### config.mk
export PLATFORM = sky130hd
export DESIGN_NAME = adaptive_gain_mode_selector_top_flat
export DESIGN_NICKNAME = d
export VERILOG_FILES = /design/src/rtl/core/agms_pkg.sv /design/src/rtl/core/agms_if.sv /design/src/rtl/core/agms_cfg.sv /design/src/rtl/core/agms_core.sv /design/src/rtl/core/adaptive_gain_mode_selector_top.sv /design/src/flat_wrapper.sv
export SDC_FILE = /design/constraint.sdc
export NUM_CORES = 1
export LEC_CHECK = 0
export ABC_AREA = 1
export BUFFER_PORTS_ARGS = -buffer_cell sky130_fd_sc_hd__buf_2
export CAP_MARGIN = 10
export CORE_AREA = 5 5 219 221
export CTS_CLUSTER_SIZE = 28
export DETAILED_ROUTE_END_ITERATION = 12
export DIE_AREA = 0 0 224 226
export GPL_ROUTABILITY_DRIVEN = 0
export HOLD_SLACK_MARGIN = 0.08
export PLACE_DENSITY = 0.79
export SKIP_LAST_GASP = 1
export SLEW_MARGIN = 20
export SYNTH_ARGS = -nofsm -noshare
export SYNTH_HDL_FRONTEND = slang
export SYNTH_SLANG_ARGS = --single-unit
### constraint.sdc
create_clock -name clk -period 34.1 [get_ports clk]
set_input_delay 0 -clock clk [delete_from_list [all_inputs] [get_ports clk]]
set_output_delay 0 -clock clk [all_outputs]
set_load 0.005 [all_outputs]
### src/rtl/core/agms_pkg.sv
package agms_pkg;

    // gain modes
    localparam logic [2:0] MODE_AUTO  = 3'd0;
    localparam logic [2:0] MODE_VHIGH = 3'd1;
    localparam logic [2:0] MODE_HIGH  = 3'd2;
    localparam logic [2:0] MODE_MED   = 3'd3;
    localparam logic [2:0] MODE_LOW   = 3'd4;
    localparam logic [2:0] MODE_VLOW  = 3'd5;

    // item kinds
    localparam logic [1:0] ACT_MEASURE   = 2'd0;
    localparam logic [1:0] ACT_RECOMMEND = 2'd1;
    localparam logic [1:0] ACT_USER      = 2'd2;
    localparam logic [1:0] ACT_AUTO      = 2'd3;

    // converter range codes
    localparam logic [1:0] GAIN_1V024 = 2'd0;
    localparam logic [1:0] GAIN_2V048 = 2'd1;
    localparam logic [1:0] GAIN_4V096 = 2'd2;

    // register map
    localparam int NUM_REGS = 8;
    localparam int REG_IDX_W = 3;
    localparam int PADDR_W = REG_IDX_W + 2;
    localparam logic [REG_IDX_W-1:0] REG_NOISE_LOW      = 3'd0;
    localparam logic [REG_IDX_W-1:0] REG_NOISE_VLOW     = 3'd1;
    localparam logic [REG_IDX_W-1:0] REG_SNR_UP_HIGH    = 3'd2;
    localparam logic [REG_IDX_W-1:0] REG_SNR_UP_VHIGH   = 3'd3;
    localparam logic [REG_IDX_W-1:0] REG_SNR_KEEP_HIGH  = 3'd4;
    localparam logic [REG_IDX_W-1:0] REG_SNR_KEEP_VHIGH = 3'd5;
    localparam logic [REG_IDX_W-1:0] REG_HOLD_TIME      = 3'd6;
    localparam logic [REG_IDX_W-1:0] REG_AVG_WEIGHT     = 3'd7;

    localparam logic [15:0] REG_RESET [NUM_REGS] = '{
        16'd3072, 16'd7680, 16'd768, 16'd1536, 16'd512, 16'd1152, 16'd1200, 16'd3277
    };

    // Q8.8 stability limits 70.0 and 85.0, noise average floor 0.02
    localparam logic [14:0] STAB_MED   = 15'd17920;
    localparam logic [14:0] STAB_HIGH  = 15'd21760;
    localparam logic [15:0] NOISE_MIN  = 16'd5;
    localparam logic [33:0] ROUND_HALF = 34'd32768;

    typedef struct packed {
        logic [15:0] noise_low_level;
        logic [15:0] noise_very_low_level;
        logic [15:0] snr_up_to_high;
        logic [15:0] snr_up_to_very_high;
        logic [15:0] snr_keep_high;
        logic [15:0] snr_keep_very_high;
        logic [15:0] hold_time_ms;
        logic [15:0] average_weight;
    } cfg_t;

    typedef struct packed {
        logic [1:0]  action;
        logic [2:0]  mode_request;
        logic [15:0] noise_sample;
        logic [15:0] snr_value;
        logic [14:0] stability_pct;
        logic        is_stable;
        logic [31:0] now_ms;
    } in_word_t;

    typedef struct packed {
        logic [2:0]  selected_mode;
        logic [2:0]  active_mode;
        logic        override_on;
        logic [1:0]  gain_code;
        logic        change_event;
        logic [15:0] noise_average;
    } out_word_t;

endpackage

### src/rtl/core/agms_if.sv
interface agms_in_if;
    logic valid;
    logic ready;
    agms_pkg::in_word_t data;

    modport source (output valid, output data, input ready);
    modport sink (input valid, input data, output ready);
endinterface

interface agms_out_if;
    logic valid;
    logic ready;
    agms_pkg::out_word_t data;

    modport source (output valid, output data, input ready);
    modport sink (input valid, input data, output ready);
endinterface

### src/rtl/core/agms_cfg.sv
module agms_cfg (
    input  logic                         clk,
    input  logic                         rst_n,
    input  logic                         psel,
    input  logic                         penable,
    input  logic                         pwrite,
    input  logic [agms_pkg::PADDR_W-1:0] paddr,
    input  logic [31:0]                  pwdata,
    output logic [31:0]                  prdata,
    output logic                         pready,
    output agms_pkg::cfg_t               cfg
);

    logic [15:0] regs_reg [agms_pkg::NUM_REGS];
    logic [agms_pkg::REG_IDX_W-1:0] idx;
    logic wr_en;

    assign idx    = paddr[agms_pkg::PADDR_W-1:2];
    assign pready = 1'b1;
    assign wr_en  = psel && penable && pwrite;

    always_ff @(posedge clk or negedge rst_n)
    begin
        if (!rst_n)
        begin
            for (int i = 0; i < agms_pkg::NUM_REGS; i++)
            begin
                regs_reg[i] <= agms_pkg::REG_RESET[i];
            end
        end
        else if (wr_en)
        begin
            regs_reg[idx] <= pwdata[15:0];
        end
    end

    assign prdata = {16'd0, regs_reg[idx]};

    assign cfg.noise_low_level      = regs_reg[agms_pkg::REG_NOISE_LOW];
    assign cfg.noise_very_low_level = regs_reg[agms_pkg::REG_NOISE_VLOW];
    assign cfg.snr_up_to_high       = regs_reg[agms_pkg::REG_SNR_UP_HIGH];
    assign cfg.snr_up_to_very_high  = regs_reg[agms_pkg::REG_SNR_UP_VHIGH];
    assign cfg.snr_keep_high        = regs_reg[agms_pkg::REG_SNR_KEEP_HIGH];
    assign cfg.snr_keep_very_high   = regs_reg[agms_pkg::REG_SNR_KEEP_VHIGH];
    assign cfg.hold_time_ms         = regs_reg[agms_pkg::REG_HOLD_TIME];
    assign cfg.average_weight       = regs_reg[agms_pkg::REG_AVG_WEIGHT];

endmodule

### src/rtl/core/agms_core.sv
module agms_core (
    input  logic                clk,
    input  logic                rst_n,
    input  logic                advance,
    input  agms_pkg::in_word_t  word,
    input  agms_pkg::cfg_t      cfg,
    output agms_pkg::out_word_t result_next
);

    logic [2:0]  mode_selected_reg, mode_selected_next;
    logic [2:0]  mode_active_reg, mode_active_next;
    logic [2:0]  mode_recommended_reg, mode_recommended_next;
    logic        user_fixed_reg, user_fixed_next;
    logic        engine_started_reg, engine_started_next;
    logic [15:0] noise_avg_reg, noise_avg_next;
    logic [2:0]  mode_last_reg, mode_last_next;
    logic [31:0] last_change_reg, last_change_next;

    logic [2:0]         req;
    logic [2:0]         req_eff;
    logic [2:0]         auto_eff_new_rec;
    logic [2:0]         auto_eff_old_rec;
    logic signed [16:0] diff;
    logic signed [33:0] prod;
    logic signed [33:0] prod_rnd;
    logic [17:0]        avg_sum;
    logic [15:0]        avg_upd;
    logic [31:0]        elapsed;
    logic               hold_done;
    logic [2:0]         target;
    logic               event_flag;
    logic [1:0]         gain;

    // requests beyond very low mean medium
    assign req = (word.mode_request > agms_pkg::MODE_VLOW) ? agms_pkg::MODE_MED
                                                           : word.mode_request;

    // effective mode when auto is applied
    assign auto_eff_new_rec = (req == agms_pkg::MODE_AUTO) ? agms_pkg::MODE_MED : req;
    assign auto_eff_old_rec = (mode_recommended_reg == agms_pkg::MODE_AUTO) ?
                              agms_pkg::MODE_MED : mode_recommended_reg;
    assign req_eff = (req == agms_pkg::MODE_AUTO) ? auto_eff_old_rec : req;

    // ema as avg + w * (nf - avg), rounded half up
    assign diff     = $signed({1'b0, word.noise_sample}) - $signed({1'b0, noise_avg_reg});
    assign prod     = $signed({1'b0, cfg.average_weight}) * diff;
    assign prod_rnd = prod + $signed(agms_pkg::ROUND_HALF);
    assign avg_sum  = {2'b00, noise_avg_reg} + prod_rnd[33:16];
    assign avg_upd  = (avg_sum[15:0] < agms_pkg::NOISE_MIN) ? agms_pkg::NOISE_MIN
                                                            : avg_sum[15:0];

    assign elapsed   = word.now_ms - last_change_reg;
    assign hold_done = elapsed >= {16'd0, cfg.hold_time_ms};

    // hysteresis decision from the last applied mode
    always_comb
    begin
        if (avg_upd >= cfg.noise_very_low_level)
        begin
            target = agms_pkg::MODE_VLOW;
        end
        else if (avg_upd >= cfg.noise_low_level)
        begin
            target = agms_pkg::MODE_LOW;
        end
        else if (mode_last_reg == agms_pkg::MODE_VHIGH)
        begin
            if (word.snr_value < cfg.snr_keep_very_high
                || word.stability_pct < agms_pkg::STAB_HIGH)
            begin
                if (word.snr_value >= cfg.snr_keep_high
                    && word.stability_pct >= agms_pkg::STAB_MED)
                begin
                    target = agms_pkg::MODE_HIGH;
                end
                else
                begin
                    target = agms_pkg::MODE_MED;
                end
            end
            else
            begin
                target = agms_pkg::MODE_VHIGH;
            end
        end
        else if (mode_last_reg == agms_pkg::MODE_HIGH)
        begin
            if (word.snr_value < cfg.snr_keep_high || word.stability_pct < agms_pkg::STAB_MED)
            begin
                target = agms_pkg::MODE_MED;
            end
            else if (word.snr_value >= cfg.snr_up_to_very_high
                     && word.stability_pct >= agms_pkg::STAB_HIGH)
            begin
                target = agms_pkg::MODE_VHIGH;
            end
            else
            begin
                target = agms_pkg::MODE_HIGH;
            end
        end
        else if (mode_last_reg == agms_pkg::MODE_LOW)
        begin
            target = agms_pkg::MODE_MED;
        end
        else if (word.snr_value >= cfg.snr_up_to_very_high
                 && word.stability_pct >= agms_pkg::STAB_HIGH)
        begin
            target = agms_pkg::MODE_VHIGH;
        end
        else if (word.snr_value >= cfg.snr_up_to_high
                 && word.stability_pct >= agms_pkg::STAB_MED)
        begin
            target = agms_pkg::MODE_HIGH;
        end
        else
        begin
            target = agms_pkg::MODE_MED;
        end
    end

    always_comb
    begin
        mode_selected_next    = mode_selected_reg;
        mode_active_next      = mode_active_reg;
        mode_recommended_next = mode_recommended_reg;
        user_fixed_next       = user_fixed_reg;
        engine_started_next   = engine_started_reg;
        noise_avg_next        = noise_avg_reg;
        mode_last_next        = mode_last_reg;
        last_change_next      = last_change_reg;
        event_flag            = 1'b0;

        unique case (word.action)
            agms_pkg::ACT_MEASURE:
            begin
                if (!user_fixed_reg && mode_selected_reg == agms_pkg::MODE_AUTO)
                begin
                    if (!engine_started_reg)
                    begin
                        noise_avg_next      = word.noise_sample;
                        mode_last_next      = mode_active_reg;
                        last_change_next    = word.now_ms;
                        engine_started_next = 1'b1;
                    end
                    else
                    begin
                        noise_avg_next = avg_upd;
                        if (word.is_stable && hold_done && target != mode_last_reg)
                        begin
                            mode_selected_next = target;
                            mode_active_next   = target;
                            mode_last_next     = target;
                            last_change_next   = word.now_ms;
                            event_flag         = 1'b1;
                        end
                    end
                end
            end
            agms_pkg::ACT_RECOMMEND:
            begin
                mode_recommended_next = req;
                if (!user_fixed_reg)
                begin
                    mode_selected_next = req;
                    mode_active_next   = auto_eff_new_rec;
                    event_flag         = 1'b1;
                end
            end
            agms_pkg::ACT_USER:
            begin
                user_fixed_next    = (req != agms_pkg::MODE_AUTO);
                mode_selected_next = req;
                mode_active_next   = req_eff;
                if (req != agms_pkg::MODE_AUTO)
                begin
                    mode_last_next   = req_eff;
                    last_change_next = word.now_ms;
                end
                event_flag = 1'b1;
            end
            agms_pkg::ACT_AUTO:
            begin
                user_fixed_next    = 1'b0;
                mode_last_next     = mode_active_reg;
                mode_selected_next = agms_pkg::MODE_AUTO;
                mode_active_next   = auto_eff_old_rec;
                event_flag         = 1'b1;
            end
            default:
            begin
                event_flag = 1'b0;
            end
        endcase
    end

    always_comb
    begin
        if (mode_active_next <= agms_pkg::MODE_HIGH)
        begin
            gain = agms_pkg::GAIN_1V024;
        end
        else if (mode_active_next == agms_pkg::MODE_MED)
        begin
            gain = agms_pkg::GAIN_2V048;
        end
        else
        begin
            gain = agms_pkg::GAIN_4V096;
        end
    end

    assign result_next.selected_mode = mode_selected_next;
    assign result_next.active_mode   = mode_active_next;
    assign result_next.override_on   = user_fixed_next;
    assign result_next.gain_code     = gain;
    assign result_next.change_event  = event_flag;
    assign result_next.noise_average = noise_avg_next;

    always_ff @(posedge clk or negedge rst_n)
    begin
        if (!rst_n)
        begin
            mode_selected_reg    <= agms_pkg::MODE_MED;
            mode_active_reg      <= agms_pkg::MODE_MED;
            mode_recommended_reg <= agms_pkg::MODE_MED;
            user_fixed_reg       <= 1'b0;
            engine_started_reg   <= 1'b0;
            noise_avg_reg        <= 16'd0;
            mode_last_reg        <= agms_pkg::MODE_MED;
            last_change_reg      <= 32'd0;
        end
        else if (advance)
        begin
            mode_selected_reg    <= mode_selected_next;
            mode_active_reg      <= mode_active_next;
            mode_recommended_reg <= mode_recommended_next;
            user_fixed_reg       <= user_fixed_next;
            engine_started_reg   <= engine_started_next;
            noise_avg_reg        <= noise_avg_next;
            mode_last_reg        <= mode_last_next;
            last_change_reg      <= last_change_next;
        end
    end

    // the effective mode is never auto
    a_active_not_auto: assert property (@(posedge clk) disable iff (!rst_n)
        mode_active_reg != agms_pkg::MODE_AUTO && mode_active_reg <= agms_pkg::MODE_VLOW)
        else $error("active mode out of range");

    // a user-fixed mode is never auto
    a_fixed_not_auto: assert property (@(posedge clk) disable iff (!rst_n)
        user_fixed_reg |-> mode_selected_reg != agms_pkg::MODE_AUTO)
        else $error("override held with auto selected");

    // the average engine never stops once started
    a_engine_sticky: assert property (@(posedge clk) disable iff (!rst_n)
        engine_started_reg |=> engine_started_reg)
        else $error("engine start flag cleared");

    // an automatic change event sets the selected mode off auto and last mode to active
    a_event_measure: assert property (@(posedge clk) disable iff (!rst_n)
        advance && word.action == agms_pkg::ACT_MEASURE && event_flag
        |=> mode_selected_reg != agms_pkg::MODE_AUTO && mode_last_reg == mode_active_reg)
        else $error("automatic change left inconsistent state");

endmodule

### src/rtl/core/adaptive_gain_mode_selector_top.sv
// adaptive gain mode selector
//
// item channel (sink): one word per command - measurement, recommendation,
// user select or return to auto. result channel (source): one word per
// accepted item with the selected and active mode, override flag, converter
// gain code, change-event flag and the averaged noise value
// apb port: eight 16-bit registers at byte offsets 0x00..0x1c, pready tied
// high; writes only while no item is in flight (user's rule, not enforced)
// path: an accepted word is captured in the input register, evaluated from
// there when the output register is free or draining, and its result is
// loaded into the output register, where the receiver can take it
// throughput: one word per cycle while results are taken, set by the single
// pass through the noise average multiplier and the hysteresis compare logic
// reset: registers return to their defaults, mode is medium, override off,
// noise average zero and the average engine not yet started
// stall: a result held by the receiver stays in the output register; the
// input register still takes one more word, after which ready drops until
// the result is taken
module adaptive_gain_mode_selector_top (
    input  logic                         clk,
    input  logic                         rst_n,
    agms_in_if.sink                      item,
    agms_out_if.source                   result,
    input  logic                         psel,
    input  logic                         penable,
    input  logic                         pwrite,
    input  logic [agms_pkg::PADDR_W-1:0] paddr,
    input  logic [31:0]                  pwdata,
    output logic [31:0]                  prdata,
    output logic                         pready
);

    agms_pkg::cfg_t      cfg;
    agms_pkg::in_word_t  in_data_reg;
    agms_pkg::out_word_t out_data_reg;
    agms_pkg::out_word_t result_next;
    logic                in_valid_reg, in_valid_next;
    logic                out_valid_reg, out_valid_next;
    logic                advance;
    logic                take;

    agms_cfg u_cfg (
        .clk     (clk),
        .rst_n   (rst_n),
        .psel    (psel),
        .penable (penable),
        .pwrite  (pwrite),
        .paddr   (paddr),
        .pwdata  (pwdata),
        .prdata  (prdata),
        .pready  (pready),
        .cfg     (cfg)
    );

    // evaluate the captured word when the output register is free or draining
    assign advance    = in_valid_reg && (!out_valid_reg || result.ready);
    assign item.ready = !in_valid_reg || advance;
    assign take       = item.valid && item.ready;

    agms_core u_core (
        .clk         (clk),
        .rst_n       (rst_n),
        .advance     (advance),
        .word        (in_data_reg),
        .cfg         (cfg),
        .result_next (result_next)
    );

    always_comb
    begin
        in_valid_next  = take || (in_valid_reg && !advance);
        out_valid_next = advance || (out_valid_reg && !result.ready);
    end

    always_ff @(posedge clk or negedge rst_n)
    begin
        if (!rst_n)
        begin
            in_valid_reg  <= 1'b0;
            out_valid_reg <= 1'b0;
        end
        else
        begin
            in_valid_reg  <= in_valid_next;
            out_valid_reg <= out_valid_next;
        end
    end

    // payload registers, loaded only on a transfer
    always_ff @(posedge clk)
    begin
        if (take)
        begin
            in_data_reg <= item.data;
        end
        if (advance)
        begin
            out_data_reg <= result_next;
        end
    end

    assign result.valid = out_valid_reg;
    assign result.data  = out_data_reg;

    // an accepted word is always held for evaluation
    a_take_held: assert property (@(posedge clk) disable iff (!rst_n)
        take |=> in_valid_reg)
        else $error("accepted word lost");

    // a stalled result keeps the pending word waiting
    a_stall_waits: assert property (@(posedge clk) disable iff (!rst_n)
        in_valid_reg && out_valid_reg && !result.ready |=> in_valid_reg && out_valid_reg)
        else $error("word dropped under stall");

endmodule

### src/flat_wrapper.sv
// flat-port wrapper written by rule: the top's interface ports become plain ports
module adaptive_gain_mode_selector_top_flat 
  (clk, rst_n, psel, penable, pwrite, paddr, pwdata, prdata, pready, item_valid, item_data, item_ready, result_valid, result_data, result_ready);
  agms_in_if item_i ();
  agms_out_if result_i ();
  input  logic clk;
  input  logic rst_n;
  input  logic psel;
  input  logic penable;
  input  logic pwrite;
  input  logic [agms_pkg::PADDR_W-1:0] paddr;
  input  logic [31:0] pwdata;
  output logic [31:0] prdata;
  output logic pready;
  input wire logic [$bits(item_i.valid)-1:0] item_valid;
  input wire logic [$bits(item_i.data)-1:0] item_data;
  output wire logic [$bits(item_i.ready)-1:0] item_ready;
  output wire logic [$bits(result_i.valid)-1:0] result_valid;
  output wire logic [$bits(result_i.data)-1:0] result_data;
  input wire logic [$bits(result_i.ready)-1:0] result_ready;
  assign item_i.valid = item_valid;
  assign item_i.data = item_data;
  assign item_ready = item_i.ready;
  assign result_valid = result_i.valid;
  assign result_data = result_i.data;
  assign result_i.ready = result_ready;
  adaptive_gain_mode_selector_top u_core (.clk(clk), .rst_n(rst_n), .item(item_i), .result(result_i), .psel(psel), .penable(penable), .pwrite(pwrite), .paddr(paddr), .pwdata(pwdata), .prdata(prdata), .pready(pready));
endmodule
# Word-level counts from Yosys, hierarchy flattened
# Cells that the tools add are included.
# Widths: inputs -> output; s select.
# word_totals
ff_bits	303
elab_cells	153
# op_classes
add_sub_neg	4
n_mul	1
magnitude_cmp	17
n_eq_ne	11
n_mux	52
bitwise	1
reduce_logical	36
# ops
operator	count
$bwmux 128	1
$mux 32	4
$mux 16	7
$ge 16x16->1	5
$pmux 32 s2	1
$mux 3	21
$bmux 16 s3	1
$demux 16 s3	1
$add 32x17->32 const B	1
$ge 32x16->1	1
$lt 16x16->1	2
$mul 17x17->32	1
$sub 32x32->32	1
$ge 15x15->1 const B	2
$lt 15x15->1 const B	2
$pmux 3 s4	2
$sub 16x16->17	1
$add 16x16->16	1
$lt 16x3->1 const B	1
$logic_and 1x1->1	13
$mux 2	5
$reduce_and 5->1	2
$logic_not 3->1	3
$pmux 3 s3	1
24 further kinds	42

# Longest topological paths before layout
# Gate-level depths: netlist of run 1.
# depth
ltp_word	17
ltp_mapped	74
ltp_nobuf	74

# Modules after synthesis
# Synthesis of run 1 repeated with hierarchy kept, for this count alone.
# hier_totals
cells_unflattened	3822
area_unflattened_um2	28942.8
# by_module_without_submodules
mod	n_inst	cells_per_inst	area_per_inst_um2	seq_area_each_um2
agms_core	1	2792	19019.5	1561.5
agms_cfg	1	907	6495.0	3233.1
adaptive_gain_mode_selector_top	1	123	3428.3	3383.2

# Worst setup path after synthesis of run 1
# OpenSTA, ideal clock, no wires.
# synth_path
kind	register to register
start	reg u_core.u_core.noise_avg_reg[0]
end	reg u_core.u_core.last_change_reg[21]
setup_ns	0.124
arrival_time_ns	10.609
required_time_ns	33.976
path_slack_ns	23.367
path_stages_with_launch	64
path_buffers	1
period_less_slack_ns	10.733
path_cell_list	dfrtp_1 -> ha_1 -> fa_1 -> o21a_1 -> o311ai_0 -> xor2_1 -> inv_1 -> nor2_1 -> fa_1 -> inv_1 -> fa_1 -> fa_1 -> inv_1 -> fa_1 -> fa_1 -> inv_1 -> fa_1 -> inv_1 -> [... 28 more ...] -> nand2_1 -> nand2_1 -> nand2_1 -> nand2_1 -> nand3_1 -> nor2_1 -> nand2_1 -> inv_1 -> nand2_1 -> nand2_1 -> nand3_1 -> nor2_1 -> nor2_2 -> nor2_2 -> nand2_2 -> nand3_4 -> buf_2 -> a21oi_1
# synth_via
elab_chain_cells	13
elab_cells_between_ends	14
classes_between	add/sub (3); mul (1); order compare (3); eq/ne (2); mux (3); reduce/logical (2)
# synth_lines
item	line_no	rtl
start: declaration	agms_core.sv:15	logic [15:0] noise_avg_reg, noise_avg_next;
start signal: assignment	agms_core.sv:240	noise_avg_reg <= noise_avg_next;
$sub 16x16->17	agms_core.sv:45	assign diff = $signed({1'b0, word.noise_sample}) - $signed({1'b0, noise_avg_reg});
$mul 17x17->32	agms_core.sv:46	assign prod = $signed({1'b0, cfg.average_weight}) * diff;
$add 32x17->32	agms_core.sv:47	assign prod_rnd = prod + $signed(agms_pkg::ROUND_HALF);
$add 16x16->16 *	agms_core.sv:48	assign avg_sum = {2'b00, noise_avg_reg} + prod_rnd[33:16];
$lt 16x3->1	agms_core.sv:49	assign avg_upd = (avg_sum[15:0] < agms_pkg::NOISE_MIN) ? agms_pkg::NOISE_MIN
$mux 16 *	agms_core.sv:49	
$ge 16x16->1	agms_core.sv:62	else if (avg_upd >= cfg.noise_low_level)
$mux 3	agms_core.sv:62	
$mux 3 *	agms_core.sv:58	if (avg_upd >= cfg.noise_very_low_level)
$ne 3x3->1 *	agms_core.sv:149	if (word.is_stable && hold_done && target != mode_last_reg)
$logic_and 1x1->1 *	agms_core.sv:149	
$ne 3x3->1 (no line) *	-	
$reduce_and 5->1 (no line) *	-	
end signal: assignment	agms_core.sv:242	last_change_reg <= last_change_next;
end: declaration	agms_core.sv:17	logic [31:0] last_change_reg, last_change_next;
# Every way passes the cells marked *; elsewhere a longest branch is shown, timed or not.
# A chain may end at the register's enable or synchronous reset.

# Final worst setup path of run 1
# layout_path
start	reg u_core.u_core.noise_avg_reg[2]
end	reg u_core.u_core.last_change_reg[5]
# The elaborated chain is that of the path after synthesis.

==> flow_metrics.env, run 1 <==
export IMPL_run_status="complete, no violations"
export IMPL_cts_sinks=295
export IMPL_cts_tree="yes"
export IMPL_r2r_cells=70
export IMPL_grt_pass1_vias=23200
export IMPL_vias_per_cell=5.51
export IMPL_insertedDiodeCount=0
export IMPL_final_cell_mix="nand2_1, inv_1, nor2_1"
export IMPL_cap_viol_max_count=0
export IMPL_worstPathRequired_ns=34.53
export IMPL_die_w_um=224
export IMPL_antenna_left=0
export IMPL_setup_viol=0
export IMPL_numPortBuffers=146
export IMPL_grt_usage_pct=28.9
export IMPL_slowest_delay_ns=0.56
export IMPL_criticalPathCategory="reg2reg"
export IMPL_num_nets_final=4288
export IMPL_cts_htree_levels=1
export IMPL_crit_top_cell="nand2_1"
export IMPL_die_h_um=226
export IMPL_layout_drive_gt1_share_pct=7.95
export IMPL_min_path_type="in2reg"
export IMPL_fmax_mhz=72.2
export IMPL_wl_per_cell_um=17.2
export IMPL_fin_crit_ns=13.85
export IMPL_synth_area_leaders="fa_1, dfrtp_1, ha_1"
export IMPL_grt_max_degree=113
export IMPL_hold_depth=6
export IMPL_grt_overflow=0
export IMPL_start_util_pct=59.7
export IMPL_cts_buffers_inserted=31
export IMPL_syn_area_per_cell_um2=7.98
export IMPL_dr_pass1_iters=5
export IMPL_clk_latency_ns=0.58
export IMPL_dieArea_mm2=0.0506
export IMPL_start_kind="flop"
export IMPL_cp_slowest_cell="fa_1"
export IMPL_finalCritPeriodShare_pct=40.6
export IMPL_area_growth_pct=11.7
export IMPL_drc=0
export IMPL_min_to="u_core.u_cfg.cfg[73]$_DFFE_PN1P_"
export IMPL_antenna_found_initial=2
export IMPL_cts_buffer_depth=3
export IMPL_totalWireLength_um=73800
export IMPL_yosysSeqAreaShare_pct=28.9
export IMPL_ys_warn_count=0
export IMPL_endpoint_kind="flop"
export IMPL_rows=79
export IMPL_initialDrtViolationCount=1828
export IMPL_largest_register_ffs=128
export IMPL_clk_pin_slew_ns=0.06
export IMPL_via_count=23600
export IMPL_ys_types=54
export IMPL_r2r_end="u_core.u_core.last_change_reg[5]$_DFFE_PN0P_"
export IMPL_slew_headroom_pct=27.3
export IMPL_rrSetupSlack_ns=20.25
export IMPL_rsz0062_at_grt="no"
export IMPL_dp_hpwl_um=57400
export IMPL_grt_pass1_wl_um=118000
export IMPL_yosys_area_top_type="fa_1"
export IMPL_fin_cells=4292
export IMPL_synth_top_cell_area_share_pct=15.5
export IMPL_synth_top_flop_cell="dfrtp_1"
export IMPL_hold_violations=0
export IMPL_crit_fanout=64
export IMPL_synth_area_mm2=0.0274
export IMPL_ys_seq_elements=295
export IMPL_setup_tns_ns=0
export IMPL_arrival_ns=14.28
export IMPL_final_common_cell="nand2_1"
export IMPL_hp_start="paddr[4]"
export IMPL_synth_cells=3440
export IMPL_finalMaxSlewViolations=0
export IMPL_core_area_mm2=0.0460
export IMPL_finalClockSkew_ns=0.0214
export IMPL_post_cts_buffers=0
export IMPL_r2r_start="u_core.u_core.noise_avg_reg[2]$_DFFE_PN0P_"
export IMPL_root_buffer="clkbuf_16"
export IMPL_dp_cells=4133
export IMPL_synth_edf_count=103
export IMPL_worstMarginPinSlew_ns=1.09
export IMPL_synthArstFlopShare_pct=65.1
export IMPL_num_io_pins=190
-- cell type report --
class                      count  area, um2
clock buffer                  44        865
clock inverter                14       86.3
fill                        3761      15300
inverter                     714       2680
multi-input combinational   2354      16400
sequential                   295       7940
tap                          607        759
timing repair buffer         264       1880
-- per-layer routing --
metal  GRT usage (%)  vias up  wire length (um)
met5               0        -                21
met4            12.7        4              3720
met2            48.4      982             35000
li1                -    11300                 -
met1            37.3    11200             29300
met3            4.77      230              5790
-- worst max-delay path, delay by kind of cell, from the launching register on --
kind | cells | cell delay, ns
compound gates | 12 | 2.12
xor+xnor | 2 | 0.59
fa+ha+maj | 10 | 4.48
buf+inv | 12 | 1.22
flops | 1 | 0.38
simple gates | 34 | 4.86
-- worst max path at each step --
stage,to,startpoint
4_1_cts,u_core.u_core.last_change_reg[9]$_DFFE_PN0P_,u_core.u_core.noise_avg_reg[2]$_DFFE_PN0P_
3_5_place_dp,u_core.u_core.last_change_reg[10]$_DFFE_PN0P_,u_core.u_core.noise_avg_reg[2]$_DFFE_PN0P_
3_3_place_gp,u_core.u_core.last_change_reg[9]$_DFFE_PN0P_,u_core.u_core.noise_avg_reg[0]$_DFFE_PN0P_
6_report,u_core.u_core.last_change_reg[5]$_DFFE_PN0P_,u_core.u_core.noise_avg_reg[2]$_DFFE_PN0P_
5_1_grt,u_core.u_core.last_change_reg[4]$_DFFE_PN0P_,u_core.u_core.noise_avg_reg[2]$_DFFE_PN0P_
2_1_floorplan,u_core.u_core.last_change_reg[21]$_DFFE_PN0P_,u_core.u_core.noise_avg_reg[0]$_DFFE_PN0P_
-- cells in the mapped netlist (3+ instances only) --
cell,n
a211oi_1,5
a21o_1,6
a21oi_1,159
a21oi_2,4
a221oi_1,19
a22oi_1,13
a31oi_1,5
and2_1,5
buf_4,18
buf_6,4
clkbuf_1,67
clkinv_1,10
dfrtp_1,160
dfstp_2,32
edfxtp_1,103
fa_1,212
ha_1,287
inv_1,700
inv_2,4
nand2_1,791
nand2_2,4
nand3_1,88
nand3b_1,5
nand4_1,26
nor2_1,290
nor2_2,8
nor3_1,33
nor4_1,3
o2111ai_1,15
o211ai_1,6
o21a_1,9
o21ai_0,204
o21ai_1,6
o21bai_1,6
o221ai_1,3
o22ai_1,35
or2_2,20
xnor2_1,17
xor2_1,36
-- metrics by stage --
stage               setup WS, ns  hold slack [ns]  util, %  area (um2)
finish                     20.25            0.107     66.7       30700
global route               19.14            0.126     66.7       30700
CTS                        20.49            0.109     66.7       30600
detailed placement         20.54            0.178     62.4       28700
global placement           20.72            0.176     62.4       28700
floorplan                  23.37           -0.296        -       27500
-- kinds of logic (layout without fill, tap and decap cells) --
logic type / Yosys count / in the layout / share of synthesized area (%)
AND/OR/NAND/NOR: 1284 / 1284 / 19.0
buffers and inverters: 806 / 1036 / 11.4
AO/OA/AOI/OAI: 500 / 500 / 10.3
adder cells (fa/ha/maj): 499 / 499 / 28.6
flip-flops: 295 / 295 / 28.9
XOR/XNOR: 54 / 54 / 1.75
other: 2 / 17 / 0.0274
-- what timing repair did --
action / CTS / global route
resized for setup: 0 / 0
endpoints found under the setup margin: 0 / 0
hold buffers: 101 / 0
endpoints found under the hold margin: 333 / 0
Power of run 1 is not shown: default switching activity piles up to over one toggle a cycle in this logic, so the estimate is an artifact.
==> inputs of run 2 (changes only) <==
--- a/config.mk
+++ b/config.mk
@@ -5,16 +5,16 @@
 export SDC_FILE = /design/constraint.sdc
 export NUM_CORES = 1
 export LEC_CHECK = 0
-export ABC_AREA = 1
+export ABC_AREA = 0
 export BUFFER_PORTS_ARGS = -buffer_cell sky130_fd_sc_hd__buf_2
 export CAP_MARGIN = 10
-export CORE_AREA = 5 5 219 221
+export CORE_AREA = 5 5 222 224
 export CTS_CLUSTER_SIZE = 28
 export DETAILED_ROUTE_END_ITERATION = 12
-export DIE_AREA = 0 0 224 226
+export DIE_AREA = 0 0 227 229
 export GPL_ROUTABILITY_DRIVEN = 0
 export HOLD_SLACK_MARGIN = 0.08
-export PLACE_DENSITY = 0.79
+export PLACE_DENSITY = 0.8
 export SKIP_LAST_GASP = 1
 export SLEW_MARGIN = 20
 export SYNTH_ARGS = -nofsm -noshare
==> constraint.sdc (replaced) <==
create_clock -name clk -period 12.97 [get_ports clk]
set_input_delay 0 -clock clk [delete_from_list [all_inputs] [get_ports clk]]
set_output_delay 0 -clock clk [all_outputs]
set_load 0.005 [all_outputs]
==> run 2 against run 1 <==
The run now ends with setup timing left; clock skew is 0.020 ns higher; via count is 8.0% higher; register-to-register slack worse by 20 ns; flip-flop and latch count stayed put; worst hold slack worse by 0.0010 ns; final cell count is 6.0% lower; die area is 2.7% higher; critical endpoint is now u_core.u_core.last_change_reg[15]$_DFFE_PN0P_.
==> flow_metrics.env, run 2 <==
export IMPL_run_status="complete, but fails checks"
export IMPL_violations="setup timing"
export IMPL_rrSetupSlack_ns=-0.01
export IMPL_fin_crit_ns=12.98
export IMPL_arrival_ns=13.47
export IMPL_clk_pin_slew_ns=0.06
export IMPL_slew_headroom_pct=32.3
export IMPL_r2r_cells=59
export IMPL_rsz0062_at_grt="yes"
export IMPL_hold_depth=2
export IMPL_ys_warn_count=0
export IMPL_synth_area_mm2=0.0283
export IMPL_criticalPathCategory="reg2reg"
export IMPL_dp_hpwl_um=61200
export IMPL_finalCritPeriodShare_pct=100
export IMPL_antenna_left=0
export IMPL_dp_slack_ns=-0.354
export IMPL_via_count=25500
export IMPL_min_path_type="in2reg"
export IMPL_synth_common_cells="inv_1, nand2_1, ha_1"
export IMPL_synth_edf_count=103
export IMPL_dieArea_mm2=0.0520
export IMPL_worstPathRequired_ns=13.46
export IMPL_ys_seq_elements=295
export IMPL_num_fill_cells=3293
export IMPL_clk_latency_ns=0.60
export IMPL_die_h_um=229
export IMPL_syn_area_per_cell_um2=9.03
export IMPL_worstMarginPinSlew_ns=1.01
export IMPL_layout_drive_gt1_share_pct=16.1
export IMPL_start_util_pct=60.1
export IMPL_endpoint_kind="flop"
export IMPL_setup_tns_ns=-0.0172
export IMPL_hold_violations=0
export IMPL_cp_slowest_cell="fa_1"
export IMPL_synth_top_flop_cell="dfrtp_1"
export IMPL_finalMaxSlewViolations=0
export IMPL_crit_top_cell="fa_1"
export IMPL_synth_top_cell_area_share_pct=15.0
export IMPL_core_area_mm2=0.0471
export IMPL_cap_viol_max_count=0
export IMPL_antenna_found_initial=2
export IMPL_totalWireLength_um=85600
export IMPL_grt_pass1_vias=25900
export IMPL_num_io_pins=190
export IMPL_cts_buffers_inserted=30
export IMPL_final_common_cell="inv_1"
export IMPL_grt_usage_pct=31.3
export IMPL_rows=80
export IMPL_synth_area_leaders="fa_1, dfrtp_1, ha_1"
export IMPL_final_cell_mix="inv_1, nand2_1, ha_1"
export IMPL_fin_ws_ns=-0.00988
export IMPL_vias_per_cell=6.33
export IMPL_start_kind="flop"
export IMPL_largest_register_ffs=128
export IMPL_num_nets_final=4024
export IMPL_slowest_delay_ns=0.56
export IMPL_synthArstFlopShare_pct=65.1
export IMPL_yosys_area_top_type="fa_1"
export IMPL_grt_max_degree=117
export IMPL_dr_pass1_iters=6
export IMPL_die_w_um=227
export IMPL_cts_tree="yes"
export IMPL_fmax_mhz=77.0
export IMPL_grt_pass1_wl_um=133000
export IMPL_numPortBuffers=146
export IMPL_cts_buffer_depth=3
export IMPL_cts_sinks=295
export IMPL_area_growth_pct=17.2
export IMPL_ys_types=93
export IMPL_crit_fanout=8
export IMPL_grt_overflow=0
export IMPL_initialDrtViolationCount=2513
export IMPL_finalClockSkew_ns=0.0409
export IMPL_yosysSeqAreaShare_pct=28.0
export IMPL_drc=0
export IMPL_wl_per_cell_um=21.2
export IMPL_synth_cells=3134
export IMPL_root_buffer="clkbuf_16"
export IMPL_cts_htree_levels=1
export IMPL_setup_viol=2
export IMPL_yosysMostFrequentCell="inv_1"
[run 2: critical path, delay by kind of cell (launching register included)]
kind | cells | cell delay [ns]
muxes | 1 | 0.14
buffers and inverters | 11 | 1.27
xor gates and xnor gates | 2 | 0.32
DFF | 1 | 0.37
and+or+nand+nor | 16 | 2.96
AOI/OAI and AO/OA | 18 | 3.69
adders and majority gates | 11 | 4.15
[run 2: through the flow]
step | std cells | instance area (um2) | util [%] | hold WS (ns)
2_1_floorplan | 3149 | 28400 | - | -0.296
4_1_cts | 4005 | 32400 | 68.6 | 0.0908
5_1_grt | 4036 | 33200 | 70.4 | 0.104
3_3_place_gp | 3846 | 30100 | 63.9 | 0.176
6_report | 4036 | 33200 | 70.4 | 0.106
3_5_place_dp | 3846 | 30100 | 63.9 | 0.178
[run 2: cells by family (layout without fill, tap and decap cells)]
group	Yosys count	in the layout	share of synthesized area, %
AO/OA/AOI/OAI	680	680	15.7
XOR/XNOR	60	60	1.88
adder cells (fa/ha/maj)	499	499	27.7
buffers and inverters	637	908	8.73
flip-flops	295	295	28.0
multiplexers	48	48	1.88
other	2	18	0.0265
AND/OR/NAND/NOR	913	913	16.0
[run 2: area by class of cell]
class	count	area (um2)	share of cell area [%]
well taps	615	769	2.32
multi-input cells	2217	18600	56.0
repair buffers	401	3060	9.23
flip-flops and latches	295	7940	23.9
clock inverters	18	249	0.751
inverters	451	1690	5.10
diodes	1	2.50	0.00754
clock buffers	38	875	2.64
[run 2: routing by layer]
layer | global-route usage (%) | vias to the layer above | share of wire, %
met1 | 38.9 | 12400 | 36
met2 | 54.3 | 1551 | 50
met4 | 14.8 | 0 | 6.3
met3 | 3.78 | 390 | 8.0
li1 | - | 11200 | -
met5 | 0 | - | 0
[run 2: timing repair]
action,in CTS,in global routing
gates resized for setup,18,112
hold endpoints to repair,336,0
setup buffers,3,25
setup endpoints to repair,50,50
gates cloned,0,4
pin swaps,9,88
hold buffers,100,0
[run 2: worst paths after layout]
path | start | to
max | u_core.in_data_reg[64]$_DFFE_PP_ | u_core.u_core.last_change_reg[15]$_DFFE_PN0P_
min | item_data[45] | u_core.in_data_reg[45]$_DFFE_PP_
max reg2reg | u_core.in_data_reg[64]$_DFFE_PP_ | u_core.u_core.last_change_reg[15]$_DFFE_PN0P_
min reg2reg | u_core.in_valid_reg$_DFF_PN0_ | u_core.result.valid$_DFF_PN0_
max in group asynchronous | rst_n | u_core.u_cfg.cfg[89]$_DFFE_PN1P_
min in group asynchronous | rst_n | u_core.u_cfg.cfg[78]$_DFFE_PN0P_
Power of run 2 is left out for the same reason.
